## config.mk

```make
export PLATFORM = sky130hd
export DESIGN_NAME = dibit_sync_deframer
export DESIGN_NICKNAME = d
export VERILOG_FILES = /design/src/design/dsd_pkg.sv /design/src/design/dibit_sync_deframer.sv
export SDC_FILE = /design/constraint.sdc
export NUM_CORES = 1
export LEC_CHECK = 0
export ABC_AREA = 1
export BUFFER_PORTS_ARGS = -buffer_cell sky130_fd_sc_hd__buf_2
export CORE_ASPECT_RATIO = 1.25
export CORE_MARGIN = 5
export CORE_UTILIZATION = 36
export CTS_BUF_LIST = sky130_fd_sc_hd__clkbuf_8
export DETAILED_ROUTE_END_ITERATION = 7
export PLACE_DENSITY_LB_ADDON = 0.3
export SYNTH_ARGS = -nofsm -noshare
export SYNTH_HDL_FRONTEND = slang
export SYNTH_SLANG_ARGS = --single-unit
```

## constraint.sdc

```tcl
create_clock -name clock -period 4.4 [get_ports clock]
set_input_delay 0.44 -clock clock [delete_from_list [all_inputs] [get_ports clock]]
set_output_delay 0.44 -clock clock [all_outputs]
set_load 0.02 [all_outputs]
```

## src/design/dsd_pkg.sv

```systemverilog
// ---------------------------------------------------------------------------
// dsd_pkg
// shared widths, codes and the result beat type of the dibit sync deframer
// ---------------------------------------------------------------------------
`timescale 1ns / 1ps

package dsd_pkg;

   localparam int unsigned DIBIT_W     = 2;
   localparam int unsigned SYNC_WORD_W = 40;
   localparam int unsigned POSITION_W  = 9;

   localparam logic [SYNC_WORD_W-1:0] SYNC_WORD_RESET = 40'hd4_71c9_634d;

   localparam logic SECTION_HEADER  = 1'b0;
   localparam logic SECTION_PAYLOAD = 1'b1;

   typedef struct packed {
      logic [DIBIT_W-1:0]    dibit;
      logic                  section;
      logic [POSITION_W-1:0] position;
      logic                  last;
   } result_type;

endpackage

```

## src/design/dibit_sync_deframer.sv

```systemverilog
// ---------------------------------------------------------------------------
// dibit_sync_deframer
// sync word search and header / payload tagging of a dibit stream
// ---------------------------------------------------------------------------
// One dibit is taken per beat, one beat every cycle. While searching, the
// dibit is shifted into a window of 2*SYNC_DIBITS bits that is compared with
// the low bits of the sync word register; searching gives no result. The
// dibit after a match opens the frame: HEADER_DIBITS header beats follow,
// then PAYLOAD_DIBITS payload beats, each with its position in the section
// and a last flag, then the search resumes with the window unchanged. The
// shift, compare and counter update are combinational before the result
// register, and a one-entry skid stage behind it keeps input flowing while a
// result waits; the input stalls only while that skid stage is occupied. The user
// writes the sync word through csr_wr_en / csr_wr_data only while idle (unchecked by the block).
// ---------------------------------------------------------------------------
`timescale 1ns / 1ps

module dibit_sync_deframer #(
   parameter int unsigned HEADER_DIBITS  = 100,
   parameter int unsigned PAYLOAD_DIBITS = 360,
   parameter int unsigned SYNC_DIBITS    = 20
) (
   input  logic                             clock,
   input  logic                             reset,
   input  logic                             csr_wr_en,
   input  logic [dsd_pkg::SYNC_WORD_W-1:0]  csr_wr_data,
   input  logic                             req_valid,
   output logic                             req_stall,
   input  logic [dsd_pkg::DIBIT_W-1:0]      req_dibit,
   output logic                             rsp_valid,
   input  logic                             rsp_stall,
   output logic [dsd_pkg::DIBIT_W-1:0]      rsp_out_dibit,
   output logic                             rsp_section,
   output logic [dsd_pkg::POSITION_W-1:0]   rsp_position,
   output logic                             rsp_last
);

   import dsd_pkg::*;

   localparam int unsigned WIN_W = 2 * SYNC_DIBITS;
   localparam logic [POSITION_W-1:0] HEADER_END  = POSITION_W'(HEADER_DIBITS);
   localparam logic [POSITION_W-1:0] PAYLOAD_END = POSITION_W'(PAYLOAD_DIBITS);

   typedef enum logic [1:0] {
      MODE_SEARCH  = 2'd0,
      MODE_HEADER  = 2'd1,
      MODE_PAYLOAD = 2'd2
   } mode_type;

   mode_type                mode_ff, mode_in;
   logic [POSITION_W-1:0]   count_ff, count_in, count_inc;
   logic [WIN_W-1:0]        window_ff, window_in, window_shift;
   logic [WIN_W-1:0]        word_cmp;
   logic [SYNC_WORD_W-1:0]  sync_word_ff;

   result_type              result_in;
   logic                    result_gen;
   result_type              out_ff, skid_ff;
   logic                    out_valid_ff, skid_valid_ff;

   logic                    accept, take;

   // sync word bits above the window are ignored, window bits above the word compare to zero
   generate
      if (WIN_W > SYNC_WORD_W) begin : g_wide
         assign word_cmp = {{(WIN_W - SYNC_WORD_W){1'b0}}, sync_word_ff};
      end else begin : g_narrow
         assign word_cmp = sync_word_ff[WIN_W-1:0];
      end
   endgenerate

   assign req_stall = skid_valid_ff;
   assign accept    = req_valid & ~skid_valid_ff;
   assign take      = out_valid_ff & ~rsp_stall;

   assign count_inc    = count_ff + 1'b1;
   assign window_shift = (window_ff << 2) | WIN_W'(req_dibit);

   always_comb begin
      mode_in            = mode_ff;
      count_in           = count_ff;
      window_in          = window_ff;
      result_gen         = 1'b0;
      result_in.dibit    = req_dibit;
      result_in.section  = SECTION_HEADER;
      result_in.position = count_ff;
      result_in.last     = 1'b0;
      case (mode_ff)
         MODE_HEADER: begin
            result_gen     = 1'b1;
            result_in.last = (count_inc == HEADER_END);
            count_in       = count_inc;
            if (count_inc == HEADER_END) begin
               count_in = '0;
               mode_in  = MODE_PAYLOAD;
            end
         end
         MODE_PAYLOAD: begin
            result_gen        = 1'b1;
            result_in.section = SECTION_PAYLOAD;
            result_in.last    = (count_inc == PAYLOAD_END);
            count_in          = count_inc;
            if (count_inc == PAYLOAD_END) begin
               count_in = '0;
               mode_in  = MODE_SEARCH;
            end
         end
         default: begin
            window_in = window_shift;
            if (window_shift == word_cmp) begin
               mode_in  = MODE_HEADER;
               count_in = '0;
            end else begin
               mode_in = MODE_SEARCH;
            end
         end
      endcase
   end

   always_ff @(posedge clock) begin
      if (reset) begin
         mode_ff       <= MODE_SEARCH;
         count_ff      <= '0;
         window_ff     <= '0;
         sync_word_ff  <= SYNC_WORD_RESET;
         out_valid_ff  <= 1'b0;
         skid_valid_ff <= 1'b0;
      end else begin
         if (csr_wr_en) begin
            sync_word_ff <= csr_wr_data;
         end
         if (accept) begin
            mode_ff   <= mode_in;
            count_ff  <= count_in;
            window_ff <= window_in;
         end
         // result register with one skid entry behind it
         if (skid_valid_ff) begin
            if (take) begin
               out_ff        <= skid_ff;
               skid_valid_ff <= 1'b0;
            end
         end else if (accept && result_gen) begin
            if (!out_valid_ff || take) begin
               out_ff       <= result_in;
               out_valid_ff <= 1'b1;
            end else begin
               skid_ff       <= result_in;
               skid_valid_ff <= 1'b1;
            end
         end else if (take) begin
            out_valid_ff <= 1'b0;
         end
      end
   end

   assign rsp_valid     = out_valid_ff;
   assign rsp_out_dibit = out_ff.dibit;
   assign rsp_section   = out_ff.section;
   assign rsp_position  = out_ff.position;
   assign rsp_last      = out_ff.last;

endmodule

```

==> results by stage, run 1 <==
STA:
- After layout, the minimum clock period comes to about 3100 ps.
- The worst setup skew after layout is 12.6 ps.
- The number of hold violations in the final report is 0.
- The setup-violating endpoint count in the final report is 0.
- The number of max-slew violations in the final report is 0.
- The pin slew with the least headroom to its limit is between 900 and 1000 ps.
- Final hold analysis gives a worst-case slack of roughly 220 ps.
- The part of the cycle the worst path needs is just over 70%.
- Adding up every negative setup slack in the final design gives 0 ps.
- The headroom to the max-slew limit is 34.8%.
- Timing would allow up to between 300 and 400 MHz.
- Setup repair after global routing left no endpoint under its margin.

Clocking:
- The buffer depth of the longest clock path is 2.
- The number of hold-repair buffers added at the cts stage is 0.
- The clock net in this run drives a total of roughly 120 sinks.
- The number of buffers inserted by post-CTS setup repair is 0.
- The number of buffers added by the clock tree synthesis step is 17.
- The clock latency at the later pin of the worst-skew pair is 440 ps.
- The tree is rooted in a sky130_fd_sc_hd__clkbuf_8.
- The TritonCTS clock tree is yes.
- The quantity of gates resized following cts is 0.
- The H-tree was split into 4 levels.
- The clock slew seen by the registers of the worst setup and hold paths is 60 ps.

Logic synthesis:
- Summing the sequential cell areas from Yosys gives roughly half of the chip area.
- The dominant combinational cell family by area after synthesis is simple AND/OR/NAND/NOR gates.
- In this run, synthesis produced a sequential element count of around 120.
- In the synthesized netlist, the number of instances is between 600 and 700.
- The synthesized-area fraction occupied by adder cells is less than 1%.
- The average instance in the mapped netlist occupies between 7 and 8 um2.
- The portion of synthesized area spent on multiplexers is 0%.
- The unique cell type count in the Yosys netlist is 27.
- The area share of xor/xnor cells in the synthesized design is under 10%.
- The summed instance area of the synthesized netlist is 5130 um2.
- The compound-cell area share of the yosys netlist is between 10% and 20%.
- The number of nets in the synthesized netlist is 710.
- Yosys printed 0 warnings.
- The fraction of the mapped netlist area in simple logic gates is between 20% and 30%.

Global routing:
- The total track usage is between 10% and 20%.
- For this run, global-route usage on met2 was measured as approximately a quarter.
- In the global route stage, met3 resource usage came out at under 10%.
- Entering global routing, the biggest net connects 54 pins.
- The global routing met1 resource utilization is 17.2%.
- The first global-routing pass estimated slightly below 20 mm of wire.
- The number of global-route vias before repair was between 4000 and 5000.
- The number of antenna violations at the first check in global routing is 0.
- In this run the most used layer during global routing was met2.
- The overall overflow remaining after global route is 0.

Critical path:
- The cell with the largest stage delay on the worst path is sky130_fd_sc_hd__nor2_1.
- The critical path is of the flop to flop type.
- The cell that appears most often on the critical path is sky130_fd_sc_hd__nor2_1.
- The cell family contributing the most delay on the critical path is simple AND/OR/NAND/NOR gates.
- STA classifies the critical path endpoint as a flop.
- The arrival time at the worst endpoint is about 3200 ps.
- Of all nets on the critical path, the largest fanout is 27.
- The critical path starts at mode_ff[0].
- The count of buffer and inverter cells on the critical path is 1.
- The startpoint type of the worst setup path is a flop.
- The register-to-register setup slack is ~1300 ps.
- The launch point of the worst reg-to-reg path is mode_ff[0].
- The required time at the endpoint of the critical path is around 4500 ps.
- The critical path goes through inv_1, ha_1, nor2_1, nand3_1, nor2_1.
- The delay of the slowest cell on the worst path is 780 ps.

Power:
- Summed over all cells, the static leakage comes to roughly 2.5 nW.
- The worst-case IR drop observed on VDD is about 0.14 mV.
- In this run the power density over the cells is around 370 nW/um2.

Worst hold path:
- In this run the worst hold path is classified as input pin to flop.
- The start point of the worst min-delay path is csr_wr_data[22].

Placed design:
- The placer's final routability congestion estimate is about 0.86.
- The count of input and output buffers is between 60 and 70.
- The sum of net half-perimeters after detailed placement is between 8 and 9 mm.

Drt:
- The count of nets left with antenna violations once routing finished came out at 0.
- For this block, the initial DRC count from the detailed router was 260.
- Dividing the detail-routed wire length by the instance count gives approximately 13 um.
- The total via count after detailed routing is 4303.
- The remaining routing DRC violations is 0.
- The number of vias per cell is between 4 and 5.
- The routed design has ~12 mm of wire.
- The first-pass iteration count of the detailed router is 6.

Die:
- The I/O pin total is between 60 and 70.
- The floorplan step set the die width to 117 um.
- The starting density of the core is 36.9%.
- Measured along the y axis, the die boundary spans around 140 um.
- The site row count is 48.
- The placeable core region is around 14000 um2.
- The die covers 16800 um2.

Finish:
- The antenna diode count is 0.
- For this run, the post-layout net count is between 700 and 800.
- Cells with a size suffix above 1 make up 15.3% of the layout.
- The final-layout fill cell count is about 1500.
- The growth of design area from synthesis to finish is 14.7%.
- Summing all multi-input logic gate instances after layout gives 2210 um2.
- The total area of sequential cells is between 2000 and 3000 um2.

Run status:
- The flow ran to the end, and the final reports show no timing, DRC or antenna violations.

Job:
- The tool flagged a number of max-cap violations equal to 0.
-- power by group --
group          switching (mW)  leakage, nW  total, mW  internal [mW]
Combinational           0.121         1.27      0.194         0.0728
Clock                   0.405        0.194      0.842          0.437
Sequential             0.0334         1.00       1.17           1.14
Total                   0.560         2.46       2.21           1.65
-- cell usage after synthesis (all sizes together) --
cell type / n / area share (%)
a21oi: 67 / 6.7
ha: 4 / 0.97
nor3: 1 / 0.097
o211ai: 2 / 0.29
o22ai: 1 / 0.12
nand3: 51 / 5.3
edfxtp: 26 / 15
o21ai: 55 / 5.4
dfxtp: 91 / 35
clkbuf: 22 / 1.6
xnor2: 22 / 3.8
xor2: 5 / 0.85
nand4: 7 / 0.97
o21bai: 1 / 0.15
nor2: 52 / 4.1
buf: 9 / 0.66
nand2: 186 / 14
inv: 57 / 4.2
-- state kept, by name, summed over array words and instances (netlist names), 2 cells and up --
| register | flops |
|---|---|
| window_ff | 38 |
| skid_ff | 13 |
| rsp_position | 9 |
| sync_word_ff | 40 |
| rsp_out_dibit | 2 |
| mode_ff | 2 |
| count_ff | 9 |
-- cells in the final DEF, fill, tap and decap left out, drive strengths merged, types with 2 or more instances in the layout --
cell type and instances:
nand2 186, dfxtp 91, a21oi 67, buf 63
inv 62, o21ai 55, nor2 52, nand3 51
edfxtp 26, xnor2 22, clkbuf 18, nand4 7
clkinv 6, xor2 5, ha 4, o211ai 2
-- metrics by stage --
step	setup slack, ps	util, %	area [um2]	instances	power [mW]
after global routing	914	42.3	5890	896	2.30
final	1260	42.3	5890	896	2.21
after detailed placement	1260	39.9	5560	866	1.39
after CTS	1250	42.3	5890	896	2.23
after floorplan	1680	-	5130	659	1.32
after global placement	1370	39.9	5560	866	1.39
-- metal layers --
layer	vias up	wire [um]
li1	2234	-
met1	1966	5180
met2	81	6150
met3	22	481
met4	0	268
met5	-	0
-- tightest hold or removal path, stage by stage --
cell and delay [ps]:
sky130_fd_sc_hd__buf_2 80, sky130_fd_sc_hd__nand2_1 40, sky130_fd_sc_hd__nand3_1 60
-- layout make-up --
type	count	area share [%]
clock inverter	12	1.34
multi-input combinational	454	37.5
sequential	117	44.2
tap	175	3.72
timing repair buffer	63	5.44
clock buffer	18	4.21
inverter	57	3.63
-- path summary, 6_finish.rpt --
| kind | endpoint | depth (start not counted) |
|---|---|---|
| min | sync_word_ff[22] | 3 |
| min reg2reg | sync_word_ff[29] | 2 |
| max reg2reg | skid_ff[8] | 5 |
| max | skid_ff[8] | 5 |
-- cells by family after synthesis --
logic type / Yosys count
flip-flops: 117
AND/OR/NAND/NOR: 297
AO/OA/AOI/OAI: 126
XOR/XNOR: 27
adder cells (fa/ha/maj): 4
buffers and inverters: 88
(Power assumes the default switching activity.)
==> run 2, diff against run 1 <==
==> constraint.sdc (replaced) <==
create_clock -name clock -period 2.8 [get_ports clock]
set_input_delay 0.28 -clock clock [delete_from_list [all_inputs] [get_ports clock]]
set_output_delay 0.28 -clock clock [all_outputs]
set_load 0.02 [all_outputs]
==> run 2 against run 1 <==
Net effect: non-clock buffer count grew 9; register-to-register slack got worse by 370 ps; critical endpoint is now rsp_last; power up 67%; wire length grew 2.2%; combinational power increased by 62%; highest routed layer unchanged; critical path type unchanged; die area unchanged.
==> results by stage, run 2 (synthesis gave the netlist of run 1 again) <==
STA:
- The number of max-slew violations in the final report is 0 (unchanged).
- The worst setup skew after layout is 10.6 ps (-1.94 ps).
- The headroom to the max-slew limit is 60.4% (+26 points).
- The final period demand of the worst path is 1900 ps (-1230 ps).
- Setup repair after global routing left no endpoint under its margin.
- The final setup TNS is 0 ps (unchanged).
- The number of hold violations in the final report is 0 (unchanged).
- The setup-violating endpoint count in the final report came to 0 (unchanged).
- The maximum frequency from static timing analysis came to 525 MHz (+65%).
- The pin slew with the least headroom to its limit is 592 ps (-382 ps).
- The part of the cycle the worst path needs was 68.0% (-3.3 points).

Critical path:
- The cell family contributing the most delay on the critical path is simple AND/OR/NAND/NOR gates.
- The required time at the endpoint of the critical path is 3090 ps (-1360 ps).
- The largest fanout of any net on the critical path is 6 (-78%).
- The count of buffer and inverter cells on the critical path came to 0 (-1).
- For this design, the slowest cell found on the critical path is sky130_fd_sc_hd__dfxtp_1.
- Walking the worst path, the cells encountered are ha_1, nand3_2, xor2_1, nand2_1, nor2_2, nand2_2, o22ai_1, nand2_1, o21ai_1.
- The type of the setup path with the least slack is flop to flop.
- Among the stages of the critical path, the cell type that occurs most often is sky130_fd_sc_hd__nand2_1.
- The worst setup path is captured at a flop.
- The delay of the slowest cell on the worst path came to 430 ps (-350 ps).
- The startpoint type of the worst setup path is a flop.
- The arrival time at the worst endpoint was 2190 ps (-1000 ps).

Die:
- The site row count was 48 (unchanged).
- The placeable core region is 13900 um2 (unchanged).
- The starting density of the core was 36.9% (unchanged).
- The die outline width came to 117 um (unchanged).
- The vertical die dimension came to 144 um (unchanged).
- The I/O pin total is 62 (unchanged).
- The area of the die is 16800 um2 (unchanged).

Finish:
- The largest registers in the layout are sync_word_ff (40), window_ff (38), skid_ff (13).
- The share of layout cells above drive strength 1 was 17.1% (+1.8 points).
- The area growth from synthesis to layout is 17.3%.
- The flip-flop count of the largest register, all copies and words added came to 40 (unchanged).
- Counting flops per register, the top entry is sync_word_ff.
- In the layout the commonest cells are sky130_fd_sc_hd__nand2_1 (179), sky130_fd_sc_hd__dfxtp_1 (91), sky130_fd_sc_hd__a21oi_1 (65).
- The leading cell type in the layout, fill and taps excluded is sky130_fd_sc_hd__nand2_1.
- The number of nets at the end of the flow is 770 (+1.2%).
- The antenna diode count came to 0 (unchanged).
- The non-filler instance count after layout came to 907 (+1.2%).

Drt:
- The final wirelength came to 12.3 mm (+2.2%).
- The number of vias per cell is 4.81 (+0.14%).
- The remaining routing DRC violations is 0 (unchanged).
- The total via count after detailed routing is 4362 (+1.4%).
- The first-pass iteration count of the detailed router came to 4 (-2).
- The mean routed wirelength per cell came to 13.6 um (+0.95%).
- The post-detailed-route count of antenna-violating nets is 0 (unchanged).
- The number of DRC violations after detailed-routing iteration 0 is 278 (+6.9%).

Clocking:
- The clock latency at the later pin of the worst-skew pair came to 430 ps (about the same).
- The number of clock sinks was 117 (unchanged).
- In this run the clock root is driven by a sky130_fd_sc_hd__clkbuf_8.
- The number of buffers inserted by post-CTS setup repair is 0 (unchanged).
- The clock slew seen by the registers of the worst setup and hold paths was 70 ps (about the same).
- The total number of H-tree levels is 4 (unchanged).
- The number of hold-repair buffers added at the cts stage is 0 (unchanged).
- The TritonCTS clock tree is yes.
- The quantity of gates resized following cts is 0 (unchanged).
- The buffer depth of the longest clock path is 2 (unchanged).
- The number of buffers added by the clock tree synthesis step came to 17 (unchanged).

Global routing:
- The overall overflow remaining after global route came to 0 (unchanged).
- The maximum number of pins on one net before global-route repair is 48 (-11%).
- The total track usage is 15.4% (+0.54 points).
- The wire length of the first global-routing pass came to 20.3 mm (+3.7%).
- The number of antenna violations at the first check in global routing was 0 (unchanged).
- The number of global-route vias before repair was 4288 (+1.9%).

Power:
- The worst IR drop on VDD is 0.241 mV (+74%).
- The cell leakage power came to 2.51 nW (+2.1%).
- The power density normalized to cell area is 611 nW/um2 (+63%).

Placed design:
- The sum of net half-perimeters after detailed placement was 8.72 mm (-0.64%).
- The count of input and output buffers is 61 (unchanged).
- The placer's final routability congestion estimate was 0.835 (-2.4%).
- The number of placed instances, taps included was 875 (+1.0%).

Worst hold path:
- The class of the worst hold path is input pin to flop.

Job:
- The max capacitance violation total is 0 (unchanged).

Run status:
- The flow ran to the end, and the final reports show no timing, DRC or antenna violations.
run 2: worst paths after layout:
check	depth (start not counted)	to	slack (ps)	startpoint
worst min register to register	2	window_ff[36]	470	window_ff[36]
worst min-delay path	3	sync_word_ff[8]	50	csr_wr_data[8]
worst max-delay path	9	rsp_last	900	count_ff[0]
worst max register to register	9	rsp_last	900	count_ff[0]
run 2: layout make-up:
type	instances	area, um2
fillers	1416	7910
flip-flops and latches	117	2600
multi-input cells	454	2210
repair buffers	72	388
clock buffers	19	262
well taps	175	219
inverters	57	214
clock inverters	13	131
run 2: metrics by stage:
| stage | cell area, um2 | power, mW | util, % | setup slack, ps | hold WS, ps |
|---|---|---|---|---|---|
| floorplan | 5130 | 2.08 | - | 83.8 | 379 |
| global placement | 5630 | 2.19 | 40.4 | 905 | 460 |
| detailed placement | 5630 | 2.19 | 40.4 | 886 | 466 |
| CTS | 6020 | 3.71 | 43.2 | 879 | 34.8 |
| global route | 6020 | 3.85 | 43.2 | 730 | 27.9 |
| finish | 6020 | 3.68 | 43.2 | 897 | 54.8 |
run 2: worst register-to-register path, stage by stage, from the launching register on:
cell and delay, ps:
sky130_fd_sc_hd__dfxtp_1 430, sky130_fd_sc_hd__ha_1 270, sky130_fd_sc_hd__nand3_2 150, sky130_fd_sc_hd__xor2_1 190
sky130_fd_sc_hd__nand2_1 90, sky130_fd_sc_hd__nor2_2 160, sky130_fd_sc_hd__nand2_2 100, sky130_fd_sc_hd__o22ai_1 160
sky130_fd_sc_hd__nand2_1 110, sky130_fd_sc_hd__o21ai_1 130
run 2: layer usage:
layer	GRT usage [%]	routed length (um)	vias to the layer above
li1	-	-	2262
met3	4.30	564	13
met2	27.6	6450	84
met5	0	0	-
met4	4.65	157	0
met1	17.8	5170	2003
run 2: report_power, final:
group	leakage, nW	switching, mW	internal [mW]
clock network	0.200	0.694	0.831
registers	1.00	0.0499	1.79
logic	1.31	0.194	0.120
total	2.51	0.938	2.74
